## src/rtl/core/crc32wc_pkg.sv

```systemverilog
// Package for the CRC-32 word checksum core: polynomial, start value and
// the constant update matrix of one 32-bit word step.
// No dependencies; imported by crc32wc_fold and crc32_word_checksum_core.
package crc32wc_pkg;

  localparam int unsigned CrcWidth = 32;

  localparam logic [CrcWidth-1:0] CrcInit = 32'hFFFF_FFFF;
  localparam logic [CrcWidth-1:0] CrcPoly = 32'h04C1_1DB7;
  localparam logic [CrcWidth-1:0] CrcTop  = 32'h8000_0000;

  // Row i holds the bits of (register xor word) that feed result bit i.
  typedef logic [CrcWidth-1:0][CrcWidth-1:0] crc_matrix_t;

  // Bit-serial fold of a 32-bit value with zero data, MSB first.
  // Since the data bit enters where the top bit leaves, folding (crc, word)
  // equals folding (crc ^ word, 0), so one map covers both.
  function automatic logic [CrcWidth-1:0] crc_fold_serial(logic [CrcWidth-1:0] value);
    logic [CrcWidth-1:0] crc;
    logic                top;
    crc = value;
    for (int k = 0; k < CrcWidth; k++) begin
      top = |(crc & CrcTop);
      crc = {crc[CrcWidth-2:0], 1'b0};
      if (top) begin
        crc = crc ^ CrcPoly;
      end
    end
    return crc;
  endfunction

  // Build the update matrix from the response to each unit vector.
  function automatic crc_matrix_t crc_fold_matrix();
    crc_matrix_t         mat;
    logic [CrcWidth-1:0] col;
    mat = '0;
    for (int j = 0; j < CrcWidth; j++) begin
      col = crc_fold_serial(CrcWidth'(1) << j);
      for (int i = 0; i < CrcWidth; i++) begin
        mat[i][j] = col[i];
      end
    end
    return mat;
  endfunction

endpackage

```

## src/rtl/core/crc32wc_fold.sv

```systemverilog
// One-word CRC-32 update as a flat XOR network.
// Depends on crc32wc_pkg for the constant update matrix.
module crc32wc_fold (
  input  logic [crc32wc_pkg::CrcWidth-1:0] crc_i,
  input  logic [crc32wc_pkg::CrcWidth-1:0] data_i,
  output logic [crc32wc_pkg::CrcWidth-1:0] crc_o
);
  import crc32wc_pkg::*;

  localparam crc_matrix_t FoldMatrix = crc_fold_matrix();

  logic [CrcWidth-1:0] mixed;

  // The data word lines up with the register bits as they shift out.
  assign mixed = crc_i ^ data_i;

  // Each result bit is the parity of its selected input bits.
  always_comb begin
    for (int i = 0; i < CrcWidth; i++) begin
      crc_o[i] = ^(FoldMatrix[i] & mixed);
    end
  end

endmodule

```

## src/rtl/core/crc32_word_checksum_core.sv

```systemverilog
// Top level of the CRC-32 (MPEG-2 form) checksum core over 32-bit words.
// Depends on crc32wc_pkg and crc32wc_fold.
//
//  Channel  | Signals                                   | Direction
//  ---------+-------------------------------------------+----------
//  input    | in_valid_i, in_stall_o, data_word_i,      | in
//           | last_word_i                               |
//  output   | out_valid_o, out_stall_i, checksum_o      | out
//
// One word per cycle unless stalled; the XOR fold network sets the cycle path.
// The last word is registered, then folded into the result register.
// Reset returns the running register to all ones and empties both stages.
// The input side stalls only when a last word waits and the result
// register still holds an untaken checksum under stall.
module crc32_word_checksum_core (
  input  logic                              clk_i,
  input  logic                              rst_ni,
  input  logic                              in_valid_i,
  output logic                              in_stall_o,
  input  logic [crc32wc_pkg::CrcWidth-1:0]  data_word_i,
  input  logic                              last_word_i,
  output logic                              out_valid_o,
  input  logic                              out_stall_i,
  output logic [crc32wc_pkg::CrcWidth-1:0]  checksum_o
);
  import crc32wc_pkg::*;

  logic                in_valid_q;
  logic [CrcWidth-1:0] data_q;
  logic                last_q;
  logic [CrcWidth-1:0] running_q;
  logic [CrcWidth-1:0] running_d;
  logic                out_valid_q;
  logic [CrcWidth-1:0] checksum_q;
  logic [CrcWidth-1:0] fold_crc;
  logic                out_free;
  logic                fold_fire;

  // The result register can take a checksum this cycle.
  assign out_free  = !out_valid_q || !out_stall_i;
  // The registered word moves through the fold stage.
  assign fold_fire = in_valid_q && (!last_q || out_free);
  assign in_stall_o = in_valid_q && !fold_fire;

  // Input register, loaded on each transfer.
  always_ff @(posedge clk_i or negedge rst_ni) begin
    if (!rst_ni) begin
      in_valid_q <= 1'b0;
    end else if (!in_stall_o) begin
      in_valid_q <= in_valid_i;
    end
  end

  always_ff @(posedge clk_i) begin
    if (!in_stall_o && in_valid_i) begin
      data_q <= data_word_i;
      last_q <= last_word_i;
    end
  end

  crc32wc_fold u_fold (
    .crc_i  (running_q),
    .data_i (data_q),
    .crc_o  (fold_crc)
  );

  // Running register restarts from all ones after each message.
  always_comb begin
    running_d = running_q;
    if (fold_fire) begin
      running_d = last_q ? CrcInit : fold_crc;
    end
  end

  always_ff @(posedge clk_i or negedge rst_ni) begin
    if (!rst_ni) begin
      running_q <= CrcInit;
    end else begin
      running_q <= running_d;
    end
  end

  // Result register holds the checksum until its transfer.
  always_ff @(posedge clk_i or negedge rst_ni) begin
    if (!rst_ni) begin
      out_valid_q <= 1'b0;
    end else if (fold_fire && last_q) begin
      out_valid_q <= 1'b1;
    end else if (!out_stall_i) begin
      out_valid_q <= 1'b0;
    end
  end

  always_ff @(posedge clk_i) begin
    if (fold_fire && last_q) begin
      checksum_q <= fold_crc;
    end
  end

  assign out_valid_o = out_valid_q;
  assign checksum_o  = checksum_q;

`ifndef ASSERT_OFF
  // A finished message leaves the running register at its start value.
  assert property (@(posedge clk_i) disable iff (!rst_ni)
    fold_fire && last_q |=> running_q == CrcInit)
    else $error("running CRC not restarted after last word");

  // The checksum of a last word lands in the result register.
  assert property (@(posedge clk_i) disable iff (!rst_ni)
    fold_fire && last_q |=> out_valid_q && checksum_q == $past(fold_crc))
    else $error("checksum not captured for last word");

  // Input stalls only when a last word is blocked by a held result.
  assert property (@(posedge clk_i) disable iff (!rst_ni)
    in_stall_o |-> in_valid_q && last_q && out_valid_q && out_stall_i)
    else $error("input stalled without a blocked result");
`endif

endmodule
```

## config.mk

```make
export PLATFORM = sky130hd
export DESIGN_NAME = crc32_word_checksum_core
export DESIGN_NICKNAME = d
export VERILOG_FILES = /design/src/rtl/core/crc32wc_pkg.sv /design/src/rtl/core/crc32wc_fold.sv /design/src/rtl/core/crc32_word_checksum_core.sv
export SDC_FILE = /design/constraint.sdc
export NUM_CORES = 1
export LEC_CHECK = 0
export CORE_MARGIN = 10
export CORE_UTILIZATION = 50
export CTS_BUF_LIST = sky130_fd_sc_hd__clkbuf_8
export DETAILED_ROUTE_END_ITERATION = 7
export DONT_BUFFER_PORTS = 1
export HOLD_SLACK_MARGIN = 0.15
export MAX_ROUTING_LAYER = met4
export SLEW_MARGIN = 20
export SYNTH_ARGS = -nofsm -noshare
export SYNTH_HDL_FRONTEND = slang
export SYNTH_SLANG_ARGS = --single-unit
```

## constraint.sdc

```tcl
create_clock -name clk_i -period 4.1 [get_ports clk_i]
set_input_delay 0.82 -clock clk_i [delete_from_list [all_inputs] [get_ports clk_i]]
set_output_delay 0.82 -clock clk_i [all_outputs]
set_load 0.005 [all_outputs]
```

# Word-level counts from Yosys, hierarchy flattened
# Index checks and enable logic that the tools add are counted.
[totals] wordCells=54 regBits=99
[classes] eq_ne=1 n_reduce_logical=43 bitwise=1 muxes=3
[op_table] op="$reduce_xor 32->1" count=32
[op_table] op="$mux 32" count=1
[op_table] op="$xor 32x32->32" count=1
[op_table] op="$logic_not 1->1" count=5
[op_table] op="$logic_and 1x1->1" count=4
[op_table] op="$logic_or 1x1->1" count=2
[op_table] op="$mux 1" count=2
[op_table] op="$ne 2x1->1 const B" count=1

# Longest topological paths before layout
[depth] depth_word=8 ltp_mapped=6 mapped_depth_nobuf=6

# Hierarchy
# A second synthesis with hierarchy kept.
[hier_totals] cells_unflattened=504 area_unflattened_um2=6854.1
[by_module_without_submodules] mod="crc32_word_checksum_core" n_inst=1 cells_each=255 area_per_inst_um2=4016.4
[by_module_without_submodules] mod="crc32wc_fold" n_inst=1 cells_each=249 area_per_inst_um2=2837.7

# Least setup slack after synthesis
# OpenSTA, ideal clock, no wires.
[synth_timing] kind="input to register" from="in out_stall_i" to="reg checksum_q[0], in the netlist checksum_o[0], enable pin" t_arrival_ns=2.002 stages=2 setup_slack_ns=1.706 cell_sequence="a31oi_1 and2_1"
[synth_between] elab_chain_len=5
[synth_lines] item="start: declaration" line_no="crc32_word_checksum_core.sv:23" source="input logic out_stall_i,"
[synth_lines] item="$logic_not 1->1"
[synth_lines] item="$logic_or 1x1->1" line_no="crc32_word_checksum_core.sv:40" source="assign out_free = !out_valid_q || !out_stall_i;"
[synth_lines] item="$logic_or 1x1->1" line_no="crc32_word_checksum_core.sv:42" source="assign fold_fire = in_valid_q && (!last_q || out_free);"
[synth_lines] item="$logic_and 1x1->1" line_no="crc32_word_checksum_core.sv:42"
[synth_lines] item="$logic_and 1x1->1" line_no="crc32_word_checksum_core.sv:95" source="if (fold_fire && last_q) begin"
[synth_lines] item="end signal: assignment" line_no="crc32_word_checksum_core.sv:96" source="checksum_q <= fold_crc;"
[synth_lines] item="end: declaration" line_no="crc32_word_checksum_core.sv:34" source="logic [CrcWidth-1:0] checksum_q;"
# No other way between the ends.
# A chain may end at the register's enable or synchronous reset.

# Worst setup path in the final report
[layout_timing] from="reg data_q[25]" to="reg running_q[11]"
[layout_between] elab_chain_len=3
[layout_lines] item="start: declaration" line_no="crc32_word_checksum_core.sv:29" source="logic [CrcWidth-1:0] data_q;"
[layout_lines] item="start signal: assignment" line_no="crc32_word_checksum_core.sv:56" source="data_q <= data_word_i;"
[layout_lines] item="$xor 32x32->32" line_no="crc32wc_fold.sv:15" source="assign mixed = crc_i ^ data_i;"
[layout_lines] item="$reduce_xor 32->1" line_no="crc32wc_fold.sv:20" source="crc_o[i] = ^(FoldMatrix[i] & mixed);"
[layout_lines] item="net fold_crc[11]" line_no="crc32_word_checksum_core.sv:35" source="logic [CrcWidth-1:0] fold_crc;"
[layout_lines] item="$mux 32" line_no="crc32_word_checksum_core.sv:71" source="running_d = last_q ? CrcInit : fold_crc;"
[layout_lines] item="end signal: assignment" line_no="crc32_word_checksum_core.sv:77" source="running_q <= CrcInit;"
[layout_lines] item="end signal: assignment" line_no="crc32_word_checksum_core.sv:79" source="running_q <= running_d;"
[layout_lines] item="end: declaration" line_no="crc32_word_checksum_core.sv:31" source="logic [CrcWidth-1:0] running_q;"
# The timed path passes the listed nets, and every way through them passes these cells.

==> results.ini <==
[placement]
hpwl_um = 10800
routabilityCongestion = 0.913
port_buffers = 0

[worst_setup_path]
required_ns = 4.41
critPathArrivalTime_ns = 3.06
max_stage_delay_ns = 0.57
cp_max_fo = 6
path_class = reg2reg
critPathSlowestCell = xnor3_1
cp-start-kind = flip-flop
path_cells = xnor2_2, xnor2_1, xnor3_1, xnor3_1, xnor2_1, o32a_1
worstSetupEndpointType = flip-flop

[die]
die_x_um = 130
core_area_um2 = 11600
dieArea_um2 = 16800
io_pins = 71
die_h_um = 130
num_rows = 39
initial_core_util_pct = 51.7

[global_routing]
grt_max_degree = 36
grt_pass1_wl_um = 21700
track_usage_pct = 18.7
grt_overflow = 0
grt_pass1_vias = 3271
antenna_found_initial = 0

[logic_synthesis]
synth_warnings = 0
ys_async_sr_fraction_pct = 34.3
yosysMostFrequentCell = xnor2_1
yosysTopAreaCell = edfxtp_1
ys_types = 19
synth_enable_flop_cells = 65
synth_seq_cells = 99
synth_common_cells = xnor2_1 (151), edfxtp_1 (65), xor2_1 (37)
ys_seq_area_share_pct = 47.3
syn_inst = 395
netlist.area_leader.share_pct = 32.5
avgSynthCellArea_um2 = 15.2
synthTopCellsByArea = edfxtp_1 (32%), xnor2_1 (22%), dfstp_2 (14%)
synth_area_um2 = 6010
ys.flop_type = edfxtp_1
synth_nets = 432

[route]
drc = 0
dr.pass1.iters = 4
vias = 2973
drt_wl_total_um = 14400
viasPerCell = 5.39
ant_nets = 0
drt_iter0_drc = 159
routedWlPerCell_um = 26.1

[finish]
fill_cells = 960
nets = 441
regArea_um2 = 2840
n_antenna_cell = 0
area_growth_syn_to_layout_pct = 6.50
multi_input_area_um2 = 3130
drive_gt1_share_pct = 23.7

[outcome]
status = finished clean

[timing]
maxSlewViolCount = 0
worst_pin_slew_ns = 0.892
relSlewSlack_pct = 40.5
fmax_mhz = 364
finalHoldViolations = 0
tns_ns = 0
post-route-period-util_pct = 67.0
rsz0062_at_grt = false
fin_skew_ns = 0.0153
setup_viol = 0
period_minus_slack_ns = 2.75

[clock_tree]
clock_latency_ns = 0.39
root_buffer = clkbuf_8
htree_levels = 3
cts_buffer_depth = 2
clkTransAtPathRegs_ns = 0.09
cts_buffers = 9
cts.sinks = 99
cts_tree = built

[hold_path]
worstHoldPathType = in2async

[run]
maxCapViolCount = 0

[sequential cells by signal, indices dropped and copies added (netlist names)]
register and count:
checksum_o 32, data_q 32, running_q 32, in_valid_q 1
last_q 1, out_valid_o 1
[logic make-up after synthesis]
| kind of cell | Yosys count | synth area share, % |
|---|---|---|
| compound gates | 34 | 5.56 |
| xor+xnor | 246 | 46.0 |
| buf+inv | 12 | 0.750 |
| flops | 99 | 47.3 |
| simple gates | 4 | 0.417 |
[cell type report]
| class | count | area share [%] |
|---|---|---|
| timing repair buffer | 8 | 0.978 |
| clock inverter | 7 | 0.841 |
| clock buffer | 9 | 1.94 |
| tap | 143 | 2.80 |
| sequential | 99 | 44.4 |
| inverter | 2 | 0.117 |
| multi-input combinational | 284 | 48.9 |
[what timing repair did]
item,CTS,global route
hold endpoints to repair,2,0
resized for setup,0,0
buffers inserted,0,0
hold buffers,1,0
[layer usage]
| metal | vias to the layer above | GRT usage, % | part of all wire, % |
|---|---|---|---|
| li1 | 1391 | - | - |
| met1 | 1513 | 23.9 | 47 |
| met2 | 60 | 30.1 | 49 |
| met3 | 9 | 3.34 | 2.4 |
| met4 | 0 | 5.36 | 1.2 |
| met5 | - | - | 0 |
[per-stage QoR]
step	util (%)	cell area [um^2]	cells	setup slack [ns]	hold WS (ns)
floorplan	-	6010	395	1.71	0.502
global placement	53.5	6210	535	1.33	0.506
detailed placement	53.5	6210	535	1.36	0.511
CTS	55.1	6400	552	1.32	0.237
global route	55.1	6400	552	1.23	0.233
finish	55.1	6400	552	1.35	0.265
[critical path, delay by kind of cell, from the launching register on]
kind	cells	cell delay (ns)
flops	1	0.43
compound gates	1	0.30
xor+xnor	5	1.94
[cell usage in the layout (no fill, tap or decap), types with 3 or more instances in the layout]
| master | instances |
|---|---|
| inv_6 | 3 |
| clkbuf_8 | 9 |
| xnor2_2 | 30 |
| xor2_2 | 4 |
| buf_4 | 7 |
| edfxtp_1 | 65 |
| inv_1 | 3 |
| xor2_1 | 37 |
| xnor3_1 | 18 |
| xnor2_1 | 151 |
| o32a_1 | 32 |
| dfstp_2 | 32 |
[final timing paths]
path,to,cells after the start,slack (ns),start
min in group clk_i,data_q[4],0,0.51,data_word_i[4]
worst min register to register,running_q[1],1,0.52,running_q[1]
max in group asynchronous,in_valid_q,1,3.33,rst_ni
worst max-delay path,running_q[11],6,1.35,data_q[25]
worst min-delay path,running_q[15],0,0.26,rst_ni
worst max register to register,running_q[11],6,1.35,data_q[25]
Power is left out: the tool's default activity adds up to more than one toggle a clock period on the data nets, which glitch-free logic cannot reach.
